**src/rtl/lfbs_pkg.sv**
```systemverilog
package lfbs_pkg;

  localparam int LED_COUNT = 16;
  localparam int WORD_W    = 16;
  localparam int POS_W     = 4;

  localparam logic [POS_W-1:0]  POS_LAST     = 4'd15;
  localparam logic [WORD_W-1:0] PERIOD_RESET = 16'd15;

  typedef enum logic [1:0] {
    ACT_TICK   = 2'd0,
    ACT_STEADY = 2'd1,
    ACT_FLASH  = 2'd2,
    ACT_BLINK  = 2'd3
  } lfbs_action_t;

  // word queue status seen by the two sides
  typedef struct packed {
    logic full;
    logic empty;
  } lfbs_q_stat_t;

  // shift position i carries word bit (15 - SHIFT_ORDER[i])
  localparam logic [POS_W-1:0] SHIFT_ORDER [LED_COUNT] = '{
    4'd14, 4'd13, 4'd12, 4'd11, 4'd10, 4'd9, 4'd8, 4'd15,
    4'd6,  4'd5,  4'd4,  4'd3,  4'd2,  4'd1, 4'd0, 4'd7
  };

  // reorder a display word into shift order, bit 0 goes out first
  function automatic logic [WORD_W-1:0] shift_perm(input logic [WORD_W-1:0] word);
    logic [WORD_W-1:0] res;
    res = '0;
    for (int i = 0; i < LED_COUNT; i++) begin
      res[i] = word[POS_LAST - SHIFT_ORDER[i]];
    end
    return res;
  endfunction

endpackage

```
**src/rtl/lfbs_front.sv**
```systemverilog
module lfbs_front (
  input  logic                        clk,
  input  logic                        rst_n,
  input  logic                        cfg_wr_en,
  input  logic [15:0]                 cfg_wr_data,
  input  logic                        in_push,
  input  logic [1:0]                  in_action,
  input  logic [15:0]                 in_value,
  input  lfbs_pkg::lfbs_q_stat_t      q_stat,
  output logic                        q_push,
  output logic [lfbs_pkg::WORD_W-1:0] q_word
);
  import lfbs_pkg::*;

  logic [WORD_W-1:0] period_r, period_nxt;
  logic [WORD_W-1:0] steady_r, steady_nxt;
  logic [WORD_W-1:0] flash_r, flash_nxt;
  logic [WORD_W-1:0] blink_r, blink_nxt;
  logic [WORD_W-1:0] cnt_r, cnt_nxt;
  logic              phase_r, phase_nxt;
  logic [WORD_W-1:0] cnt_inc;
  logic              accept;

  assign accept  = in_push && !q_stat.full;
  assign cnt_inc = cnt_r + 16'd1;
  assign q_word  = (steady_r | (phase_r ? flash_r : '0)) ^ blink_r;

  always_comb begin
    period_nxt = cfg_wr_en ? cfg_wr_data : period_r;
    steady_nxt = steady_r;
    flash_nxt  = flash_r;
    blink_nxt  = blink_r;
    cnt_nxt    = cnt_r;
    phase_nxt  = phase_r;
    q_push     = 1'b0;
    if (accept) begin
      case (lfbs_action_t'(in_action))
        ACT_TICK: begin
          q_push    = 1'b1;
          blink_nxt = '0;
          if (cnt_inc == period_r) begin
            cnt_nxt   = '0;
            phase_nxt = !phase_r;
          end else begin
            cnt_nxt = cnt_inc;
          end
        end
        ACT_STEADY: steady_nxt = in_value;
        ACT_FLASH: begin
          flash_nxt = in_value;
          cnt_nxt   = '0;
          phase_nxt = 1'b1;
        end
        ACT_BLINK: blink_nxt = in_value;
        default: ;
      endcase
    end
  end

  always_ff @(posedge clk) begin
    if (!rst_n) begin
      period_r <= PERIOD_RESET;
      steady_r <= '0;
      flash_r  <= '0;
      blink_r  <= '0;
      cnt_r    <= '0;
      phase_r  <= 1'b1;
    end else begin
      period_r <= period_nxt;
      steady_r <= steady_nxt;
      flash_r  <= flash_nxt;
      blink_r  <= blink_nxt;
      cnt_r    <= cnt_nxt;
      phase_r  <= phase_nxt;
    end
  end

endmodule

```
**src/rtl/lfbs_word_q.sv**
```systemverilog
module lfbs_word_q #(
  parameter int DEPTH = 2
) (
  input  logic                        clk,
  input  logic                        rst_n,
  input  logic                        push,
  input  logic [lfbs_pkg::WORD_W-1:0] push_word,
  input  logic                        pop,
  output logic [lfbs_pkg::WORD_W-1:0] head_word,
  output lfbs_pkg::lfbs_q_stat_t      stat
);
  import lfbs_pkg::*;

  localparam int AW = (DEPTH > 1) ? $clog2(DEPTH) : 1;
  localparam int CW = $clog2(DEPTH + 1);
  localparam logic [AW-1:0] PTR_LAST = AW'(DEPTH - 1);
  localparam logic [CW-1:0] CNT_FULL = CW'(DEPTH);

  logic [WORD_W-1:0] mem_r [DEPTH];
  logic [AW-1:0]     wr_ptr_r, wr_ptr_nxt;
  logic [AW-1:0]     rd_ptr_r, rd_ptr_nxt;
  logic [CW-1:0]     cnt_r, cnt_nxt;

  assign head_word  = mem_r[rd_ptr_r];
  assign stat.full  = (cnt_r == CNT_FULL);
  assign stat.empty = (cnt_r == '0);

  always_comb begin
    wr_ptr_nxt = wr_ptr_r;
    rd_ptr_nxt = rd_ptr_r;
    cnt_nxt    = cnt_r;
    if (push) begin
      wr_ptr_nxt = (wr_ptr_r == PTR_LAST) ? '0 : wr_ptr_r + 1'b1;
    end
    if (pop) begin
      rd_ptr_nxt = (rd_ptr_r == PTR_LAST) ? '0 : rd_ptr_r + 1'b1;
    end
    if (push && !pop) begin
      cnt_nxt = cnt_r + 1'b1;
    end else if (pop && !push) begin
      cnt_nxt = cnt_r - 1'b1;
    end
  end

  always_ff @(posedge clk) begin
    if (push) begin
      mem_r[wr_ptr_r] <= push_word;
    end
  end

  always_ff @(posedge clk) begin
    if (!rst_n) begin
      wr_ptr_r <= '0;
      rd_ptr_r <= '0;
      cnt_r    <= '0;
    end else begin
      wr_ptr_r <= wr_ptr_nxt;
      rd_ptr_r <= rd_ptr_nxt;
      cnt_r    <= cnt_nxt;
    end
  end

endmodule

```
**src/rtl/lfbs_back.sv**
```systemverilog
module lfbs_back (
  input  logic                        clk,
  input  logic                        rst_n,
  input  logic [lfbs_pkg::WORD_W-1:0] q_word,
  input  lfbs_pkg::lfbs_q_stat_t      q_stat,
  output logic                        q_pop,
  output logic                        out_empty,
  input  logic                        out_pop,
  output logic                        out_ser_bit,
  output logic [3:0]                  out_bit_position,
  output logic                        out_latch
);
  import lfbs_pkg::*;

  logic [WORD_W-1:0] word_r, word_nxt;
  logic [POS_W-1:0]  pos_r, pos_nxt;
  logic              busy_r, busy_nxt;
  logic              ov_r, ov_nxt;
  logic              obit_r, obit_nxt;
  logic [POS_W-1:0]  opos_r, opos_nxt;
  logic              olatch_r, olatch_nxt;
  logic              slot;
  logic [WORD_W-1:0] perm;

  assign slot = !ov_r || out_pop;
  assign perm = shift_perm(q_word);

  assign out_empty        = !ov_r;
  assign out_ser_bit      = obit_r;
  assign out_bit_position = opos_r;
  assign out_latch        = olatch_r;

  always_comb begin
    word_nxt   = word_r;
    pos_nxt    = pos_r;
    busy_nxt   = busy_r;
    ov_nxt     = ov_r;
    obit_nxt   = obit_r;
    opos_nxt   = opos_r;
    olatch_nxt = olatch_r;
    q_pop      = 1'b0;
    if (slot) begin
      if (busy_r) begin
        obit_nxt   = word_r[pos_r];
        opos_nxt   = pos_r;
        olatch_nxt = (pos_r == POS_LAST);
        ov_nxt     = 1'b1;
        pos_nxt    = pos_r + 1'b1;
        busy_nxt   = (pos_r != POS_LAST);
      end else if (!q_stat.empty) begin
        // first bit goes straight from the queue head
        q_pop      = 1'b1;
        word_nxt   = perm;
        obit_nxt   = perm[0];
        opos_nxt   = '0;
        olatch_nxt = 1'b0;
        ov_nxt     = 1'b1;
        pos_nxt    = 4'd1;
        busy_nxt   = 1'b1;
      end else begin
        ov_nxt = 1'b0;
      end
    end
  end

  always_ff @(posedge clk) begin
    word_r   <= word_nxt;
    obit_r   <= obit_nxt;
    opos_r   <= opos_nxt;
    olatch_r <= olatch_nxt;
  end

  always_ff @(posedge clk) begin
    if (!rst_n) begin
      pos_r  <= '0;
      busy_r <= 1'b0;
      ov_r   <= 1'b0;
    end else begin
      pos_r  <= pos_nxt;
      busy_r <= busy_nxt;
      ov_r   <= ov_nxt;
    end
  end

endmodule

```
**src/rtl/led_flash_blink_serializer_unit.sv**
```systemverilog
// Serial driver for 16 LEDs on two cascaded latching shift registers. Write
// in_action/in_value through a queue-style port (push/full): a set action
// (steady, flash, blink) updates the stored pattern and makes no output; a
// flash write also restarts the flash phase as on. A tick forms (steady |
// (phase & flash)) ^ blink, clears the blink mask and queues the word. The
// back end drains the queue and presents one serial bit per cycle while
// popped on a queue-style result port (empty/pop), positions 0..15 in shift
// order, with out_latch set on position 15. A tick therefore costs 16
// result transfers; the serializer's single output register sets that rate,
// and the word queue (WORD_Q_DEPTH ticks) lets new items be taken while a
// word is still shifting out. cfg_wr_data sets the number of ticks between
// flash phase toggles (reset 15); write it only when idle.
module led_flash_blink_serializer_unit #(
  parameter int WORD_Q_DEPTH = 2
) (
  input  logic        clk,
  input  logic        rst_n,
  // configuration
  input  logic        cfg_wr_en,
  input  logic [15:0] cfg_wr_data,
  // item input
  input  logic        in_push,
  output logic        in_full,
  input  logic [1:0]  in_action,
  input  logic [15:0] in_value,
  // serial bit output
  output logic        out_empty,
  input  logic        out_pop,
  output logic        out_ser_bit,
  output logic [3:0]  out_bit_position,
  output logic        out_latch
);
  import lfbs_pkg::*;

  lfbs_q_stat_t      q_stat;
  logic              q_push;
  logic              q_pop;
  logic [WORD_W-1:0] q_push_word;
  logic [WORD_W-1:0] q_head_word;

  // front stalls only when the word queue is full
  assign in_full = q_stat.full;

  lfbs_front u_front (
    .clk         (clk),
    .rst_n       (rst_n),
    .cfg_wr_en   (cfg_wr_en),
    .cfg_wr_data (cfg_wr_data),
    .in_push     (in_push),
    .in_action   (in_action),
    .in_value    (in_value),
    .q_stat      (q_stat),
    .q_push      (q_push),
    .q_word      (q_push_word)
  );

  lfbs_word_q #(
    .DEPTH (WORD_Q_DEPTH)
  ) u_word_q (
    .clk       (clk),
    .rst_n     (rst_n),
    .push      (q_push),
    .push_word (q_push_word),
    .pop       (q_pop),
    .head_word (q_head_word),
    .stat      (q_stat)
  );

  lfbs_back u_back (
    .clk              (clk),
    .rst_n            (rst_n),
    .q_word           (q_head_word),
    .q_stat           (q_stat),
    .q_pop            (q_pop),
    .out_empty        (out_empty),
    .out_pop          (out_pop),
    .out_ser_bit      (out_ser_bit),
    .out_bit_position (out_bit_position),
    .out_latch        (out_latch)
  );

endmodule
```
**config.mk**
```make
export PLATFORM = sky130hd
export DESIGN_NAME = led_flash_blink_serializer_unit
export DESIGN_NICKNAME = d
export VERILOG_FILES = /design/src/rtl/lfbs_pkg.sv /design/src/rtl/lfbs_front.sv /design/src/rtl/lfbs_word_q.sv /design/src/rtl/lfbs_back.sv /design/src/rtl/led_flash_blink_serializer_unit.sv
export SDC_FILE = /design/constraint.sdc
export NUM_CORES = 1
export LEC_CHECK = 0
export BUFFER_PORTS_ARGS = -buffer_cell sky130_fd_sc_hd__buf_2
export CAP_MARGIN = 30
export CORE_MARGIN = 1
export CORE_UTILIZATION = 40
export CTS_BUF_LIST = sky130_fd_sc_hd__clkbuf_8
export CTS_CLUSTER_SIZE = 8
export DETAILED_ROUTE_END_ITERATION = 8
export HOLD_SLACK_MARGIN = 0.02
export PLACE_DENSITY = 0.61
export SLEW_MARGIN = 5
export SYNTH_ARGS = -nofsm -noshare
export SYNTH_HDL_FRONTEND = slang
export SYNTH_SLANG_ARGS = --single-unit
```
**constraint.sdc**
```tcl
create_clock -name clk -period 3.7 [get_ports clk]
set_input_delay 0.74 -clock clk [delete_from_list [all_inputs] [get_ports clk]]
set_output_delay 0.74 -clock clk [all_outputs]
set_load 0.05 [all_outputs]
```
After elaboration in Yosys (flattened, before gate mapping)
Memory sizes are Yosys's and may differ from the RTL's. A register that Yosys moved wholly into a read port is not among the register bits.
Index checks and enable logic that the tools add are counted.
{ "word_totals": {"rom_bits": 0, "ramBits": 32, "output_inout_bits": 8, "in_bits": 39, "memories": 1, "latchBits": 0, "register_bits": 113, "elab_cells": 89} }
{ "classes": {"mux": 31, "n_addsub": 6, "n_div": 0, "n_eq_ne": 9, "shift": 0, "n_mul": 0, "order_cmp": 1, "n_reduce_logical": 21, "bitwise": 4} }
{ "memory_table": {"columns": ["name", "words", "word_bits", "read_ports", "rd_clocked_by_memory_dff", "wr", "line_no", "rtl"], "rows": [
  ["u_word_q.mem_r", 2, 16, 1, 1, 1, "lfbs_word_q.sv:19", "logic [WORD_W-1:0] mem_r [DEPTH];"]
]} }
{ "op_table": {"columns": ["cell", "count"], "rows": [
  ["$pmux 16 s2", 2],
  ["$mux 16", 2],
  ["$mux 1", 19],
  ["$add 16x1->16 const B", 1],
  ["$eq 16x16->1", 1],
  ["$mux 4", 4],
  ["$or 16x16->16", 1],
  ["$xor 16x16->16", 1],
  ["$reduce_and 2->1", 5],
  ["$eq 2x2->1 const B", 3],
  ["$reduce_and 3->1", 2],
  ["$reduce_bool 2->1", 3],
  ["$logic_not 1->1", 5],
  ["$lt 4x5->1 const B", 1],
  ["$add 4x1->4 const B", 1],
  ["$bmux 1 s4", 1],
  ["$eq 4x4->1 const B", 1],
  ["$logic_not 2->1", 2],
  ["$mux 2", 2],
  ["$ne 4x4->1 const B", 1],
  ["$logic_and 1x1->1", 3],
  ["$add 1x1->1 const B", 2],
  ["$add 2x1->2 const B", 1],
  ["$eq 2x1->1 const B", 1],
  ["6 further kinds", 7]
]} }

Longest topological paths before layout
{ "depth": {"word_depth": 8, "mapped_depth": 10, "mapped_depth_nobuf": 9} }

Modules after synthesis
A second synthesis with hierarchy kept.
{ "hier_totals": {"cells_unflattened": 636, "hier_area_um2": 6591.3} }
{ "by_module_without_submodules": {"columns": ["mod", "cells_per_inst", "area_per_inst_um2", "n_inst", "seq_area_each_um2"], "rows": [
  ["lfbs_front", 491, 4088.9, 1, 1621.6],
  ["lfbs_word_q", 72, 1372.6, 1, 1061.0],
  ["lfbs_back", 73, 1129.8, 1, 780.7]
]} }

Least setup slack after synthesis
Ideal clock, no wire load.
{ "synth_path": {"path_kind": "register to register", "startpoint": "register u_front.cnt_r[0]", "endpoint": "register u_front.cnt_r[11]", "setup_slack_ns": 1.051, "arrival_ns": 2.530, "t_required_ns": 3.580, "path_stages_with_launch": 11, "path_cell_list": "dfxtp_1 -> ha_1 -> nand3_1 -> or2_1 -> nor3_1 -> a21oi_1 -> or4_4 -> o211ai_2 -> buf_6 -> nor2_1 -> o31a_1"} }
{ "synth_via": {"elab_chain_len": 4} }
{ "synth_rtl": {"columns": ["item", "line_no", "rtl"], "rows": [
  ["from (decl)", "lfbs_front.sv:19", "logic [WORD_W-1:0] cnt_r, cnt_nxt;"],
  ["from (signal assigned)", "lfbs_front.sv:73", "cnt_r <= cnt_nxt;"],
  ["$add 16x1->16 (*)", "lfbs_front.sv:25", "assign cnt_inc = cnt_r + 16'd1;"],
  ["$eq 16x16->1", "lfbs_front.sv:41", "if (cnt_inc == period_r) begin"],
  ["$mux 16 (*)", "lfbs_front.sv:41", null],
  ["$pmux 16 s2 (*)", "lfbs_front.sv:37", "case (lfbs_action_t'(in_action))"]
]} }
Every way passes the cells marked *; elsewhere a longest branch is shown, timed or not.
A chain may end at the register's enable or synchronous reset.

Worst setup path in the final report
{ "layout_path": {"startpoint": "register u_front.cnt_r[0]", "endpoint": "register u_front.cnt_r[7]"} }
Same word-level chain as after synthesis.

==> summary.txt <==
Setup path
  • CP Launch Type: flop
  • Reg2reg start: u_front.cnt_r[0]
  • Crit-path max FO: 11
  • CP max stage delay: 0.56 ns
  • Crit path max-delay family: simple AND/OR/NAND/NOR gates
  • Crit Path Category: reg -> reg
  • Flop2flop setup slack: 0.30 ns
  • Worst r2r dst: u_front.cnt_r[7]
  • Worst EP arrival: 3.74 ns
  • CP cell instances: ha_1 -> nand3_1 -> or2_1 -> nor3_1 -> a21oi_1 -> or4_4 -> o211ai_2 -> buf_4 -> nor2_1 -> o221a_1
  • CP Data Required Time: 4.03 ns
  • Crit end category: flop
  • Critical-path top delay cell: or4_4
  • R2R depth: 10
  • Buf+Inv Stages, Crit Path: 1

Yosys
  • Synth area leader: dfxtp_1
  • Post-Synthesis Net Count: just under 700
  • Ys async rst share: 0
  • Yosys synthesis warning count: 0
  • Main synth FF type: dfxtp_1
  • Share of the synthesized area in the top cell type: 0.276
  • Cell count after synthesis: approximately 650
  • Sequential share of the synthesized area: 0.520
  • Register bit total from synthesis: ~150
  • EDFF count, synth: 54
  • Unique masters post-synth: 58
  • Post-synthesis area per instance: 10.3 um2
  • Cell Area, Synth: 0.00667 mm2
  • Largest cells by area after synthesis: dfxtp_1, edfxtp_1, nand2_1

Global route
  • Vias in the first global route: 4448
  • Initial antenna violation count: 0
  • Total track usage: 0.182
  • Largest net degree at the start of global routing: 67
  • First-pass GRT wire length: 23200 um
  • Grt ovf: 0

Pwr
  • Sw frac: 0.305
  • Cell Int Power: 2.75 mW
  • Clock share of power: 0.297
  • Gate power share: 0.194
  • Leakage power: 2.65 nW
  • Peak supply drop: ~260 uV
  • Power density over the cells: ~530 mW/mm2
  • Reg power frac: 0.509
  • Net Sw Power: approximately 1.2 mW
  • Power, Total: 3.95 mW

Detailed routing
  • DR vias/cell: between 5 and 6
  • Routed wire length: about 14000 um
  • Top routing layer used: met4
  • Wire per inst: 15.8 um
  • Via count: approximately 4.6k
  • DR pass1 iterations: 5
  • Residual DRC: 0
  • Drt initial violations: roughly 320
  • Wl on met1: 7130 um
  • Final ANT Viol Nets: 0
  • Routed wl met3: 634 um
  • Wire length on met2: 6350 um

Clocking
  • Max clock buf depth: 2
  • Post_cts resized: 0
  • CTS HTree Levels: 4
  • Num CTS Buffers: 17
  • CTS tree: built
  • Worst-skew pair later-pin latency: ~0.45 ns
  • Root buf cell: clkbuf_8
  • Reg clk slew, reported paths: around 0.080 ns
  • Clock Sinks: between 100 and 150
  • # Post-CTS Setup Buffers: 0
  • Post-CTS Hold Buffers: 0

Finish
  • Most common cell after layout, fill and taps aside: nand2_1
  • Area Overhead vs Synth: 10.9%
  • Layout cells sized above 1: 0.174
  • Area occupied by multi-input gates: 0.00297 mm2
  • Nets: 722
  • Fill cell count: 1500
  • Register area: approximately 0.0035 mm2
  • Ant. Diodes: 0
  • Most frequent cells in the layout: nand2_1, dfxtp_1, edfxtp_1, a21boi_0, buf_2

Floorplanning
  • Die area: 0.0172 mm2
  • Die width: 131 um
  • Num ports: 47
  • Row Count: 46
  • DIE HEIGHT: 131 um
  • Starting Density: 0.415
  • Area of the core: approximately 0.016 mm2

Timing
  • Pins over their slew limit: 0
  • Final hold vios: 0
  • Max-Slew Margin vs Limit: 0.494
  • Fin crit period: 3.40 ns
  • Transition time of the tightest slew-check pin: 0.758 ns
  • Unrepaired setup endpoints after global routing: false
  • Setup Viol. Count Final: 0
  • Clock skew: between 0.015 and 0.02 ns
  • Period utilization: 0.920
  • Setup Total Neg Slack: 0 ns
  • Max Clk Rate: 0.294 GHz

Worst hold path
  • Worst Hold Class: reg -> reg
  • Hold Path Cell Cnt: 2
  • Hold Path End: u_front.steady_r[1]
  • Hold Crit Start: u_front.steady_r[1]

Outcome
  • Outcome: complete, no violations

Place
  • Dpl hpwl: 9680 um
  • Port-buffer cells: 46
  • Placer Congestion: ~0.87

Job
  • MaxCap Viol Count: 0
-- sequential cells by signal, summed over array words and instances, names as in the netlist, named ones only --
name / cells
u_word_q.mem_r: 32
u_back.word_r: 16
u_front.blink_r: 16
u_front.cnt_r: 16
u_front.flash_r: 16
u_front.period_r: 16
u_front.steady_r: 16
u_back.out_bit_position: 4
u_back.pos_r: 4
u_word_q.cnt_r: 2
u_back.busy_r: 1
u_back.out_latch: 1
u_back.out_ser_bit: 1
u_back.ov_r: 1
u_front.phase_r: 1
u_word_q.rd_ptr_r: 1
u_word_q.wr_ptr_r: 1
-- worst max path at each step --
| stage | startpoint | slack, ns | cells past startpoint | end |
|---|---|---|---|---|
| detailed placement | u_front.cnt_r[0] | 0.36 | 10 | u_front.cnt_r[7] |
| floorplan | u_front.cnt_r[0] | 1.05 | 10 | u_front.cnt_r[11] |
| finish | u_front.cnt_r[0] | 0.30 | 10 | u_front.cnt_r[7] |
| CTS | u_front.cnt_r[0] | 0.33 | 10 | u_front.cnt_r[7] |
| global placement | u_front.cnt_r[0] | 0.47 | 10 | u_front.cnt_r[7] |
| global route | u_front.cnt_r[0] | 0.1 | 10 | u_front.cnt_r[7] |
-- Yosys cell counts, drive strengths merged, types with 2 or more instances --
cell type and n:
a211o 2, a21boi 51, a21oi 21, a31o 4
a31oi 2, and2 12, and3 8, and3b 2
and4 2, buf 12, clkbuf 32, dfxtp 92
edfxtp 54, ha 7, inv 10, mux2 17
mux2i 16, mux4 5, nand2 111, nand2b 5
nand3 28, nand3b 3, nand4 11, nand4b 3
nor2 20, nor2b 15, nor3 7, nor3b 2
nor4 6, o21a 7, o21ai 14, o221a 2
o31ai 4, o41ai 2, or2 2, or3 2
or3b 2, xnor2 31, xor2 12
-- power groups by stage --
stage | logic (mW) | clock network (mW) | registers [mW]
floorplan | 0.525 | 0 | 2.09
global placement | 0.752 | 0 | 2.05
detailed placement | 0.768 | 0 | 2.06
CTS | 0.772 | 1.21 | 2.02
global route | 0.841 | 1.28 | 2.04
finish | 0.767 | 1.17 | 2.01
-- cells by family (layout without fill, tap and decap cells) --
group | Yosys count | after routing | synth area share
and+or+nand+nor | 243 | 243 | 0.182
DFF | 146 | 146 | 0.520
AOI/OAI and AO/OA | 117 | 117 | 0.123
buffers and inverters | 54 | 95 | 0.0355
xor gates and xnor gates | 43 | 43 | 0.0576
muxes | 38 | 38 | 0.0696
adders and majority gates | 7 | 7 | 0.0131
-- tightest hold or removal path, stage by stage (launching register included) --
cell	delay (ns)
dfxtp_1	0.31
nand2_1	0.05
a21boi_0	0.06
-- cell type report --
type / count / share of cell area
Sequential cell: 146 / 0.468
Multi-Input combinational cell: 448 / 0.401
Timing Repair Buffer: 53 / 0.0382
Tap cell: 216 / 0.0366
Clock buffer: 19 / 0.0354
Clock inverter: 13 / 0.0152
Inverter: 10 / 0.00508
-- per-stage QoR --
step	cell area [um2]	worst slack, ns	std cells	util	hold slack [ns]
6_report	7390	0.297	905	0.460	0.464
5_1_grt	7390	0.0980	905	0.460	0.489
4_1_cts	7390	0.327	904	0.460	0.467
3_5_place_dp	7010	0.363	872	0.437	0.457
3_3_place_gp	7010	0.475	872	0.437	0.450
2_1_floorplan	6670	1.05	648	-	0.443
-- per-layer routing --
layer	track usage	vias up
li1	-	2334
met1	0.257	2185
met2	0.275	115
met3	0.0386	14
met4	0.0649	0
met5	0	-
Note: power is estimated with default switching activity, not from simulation.
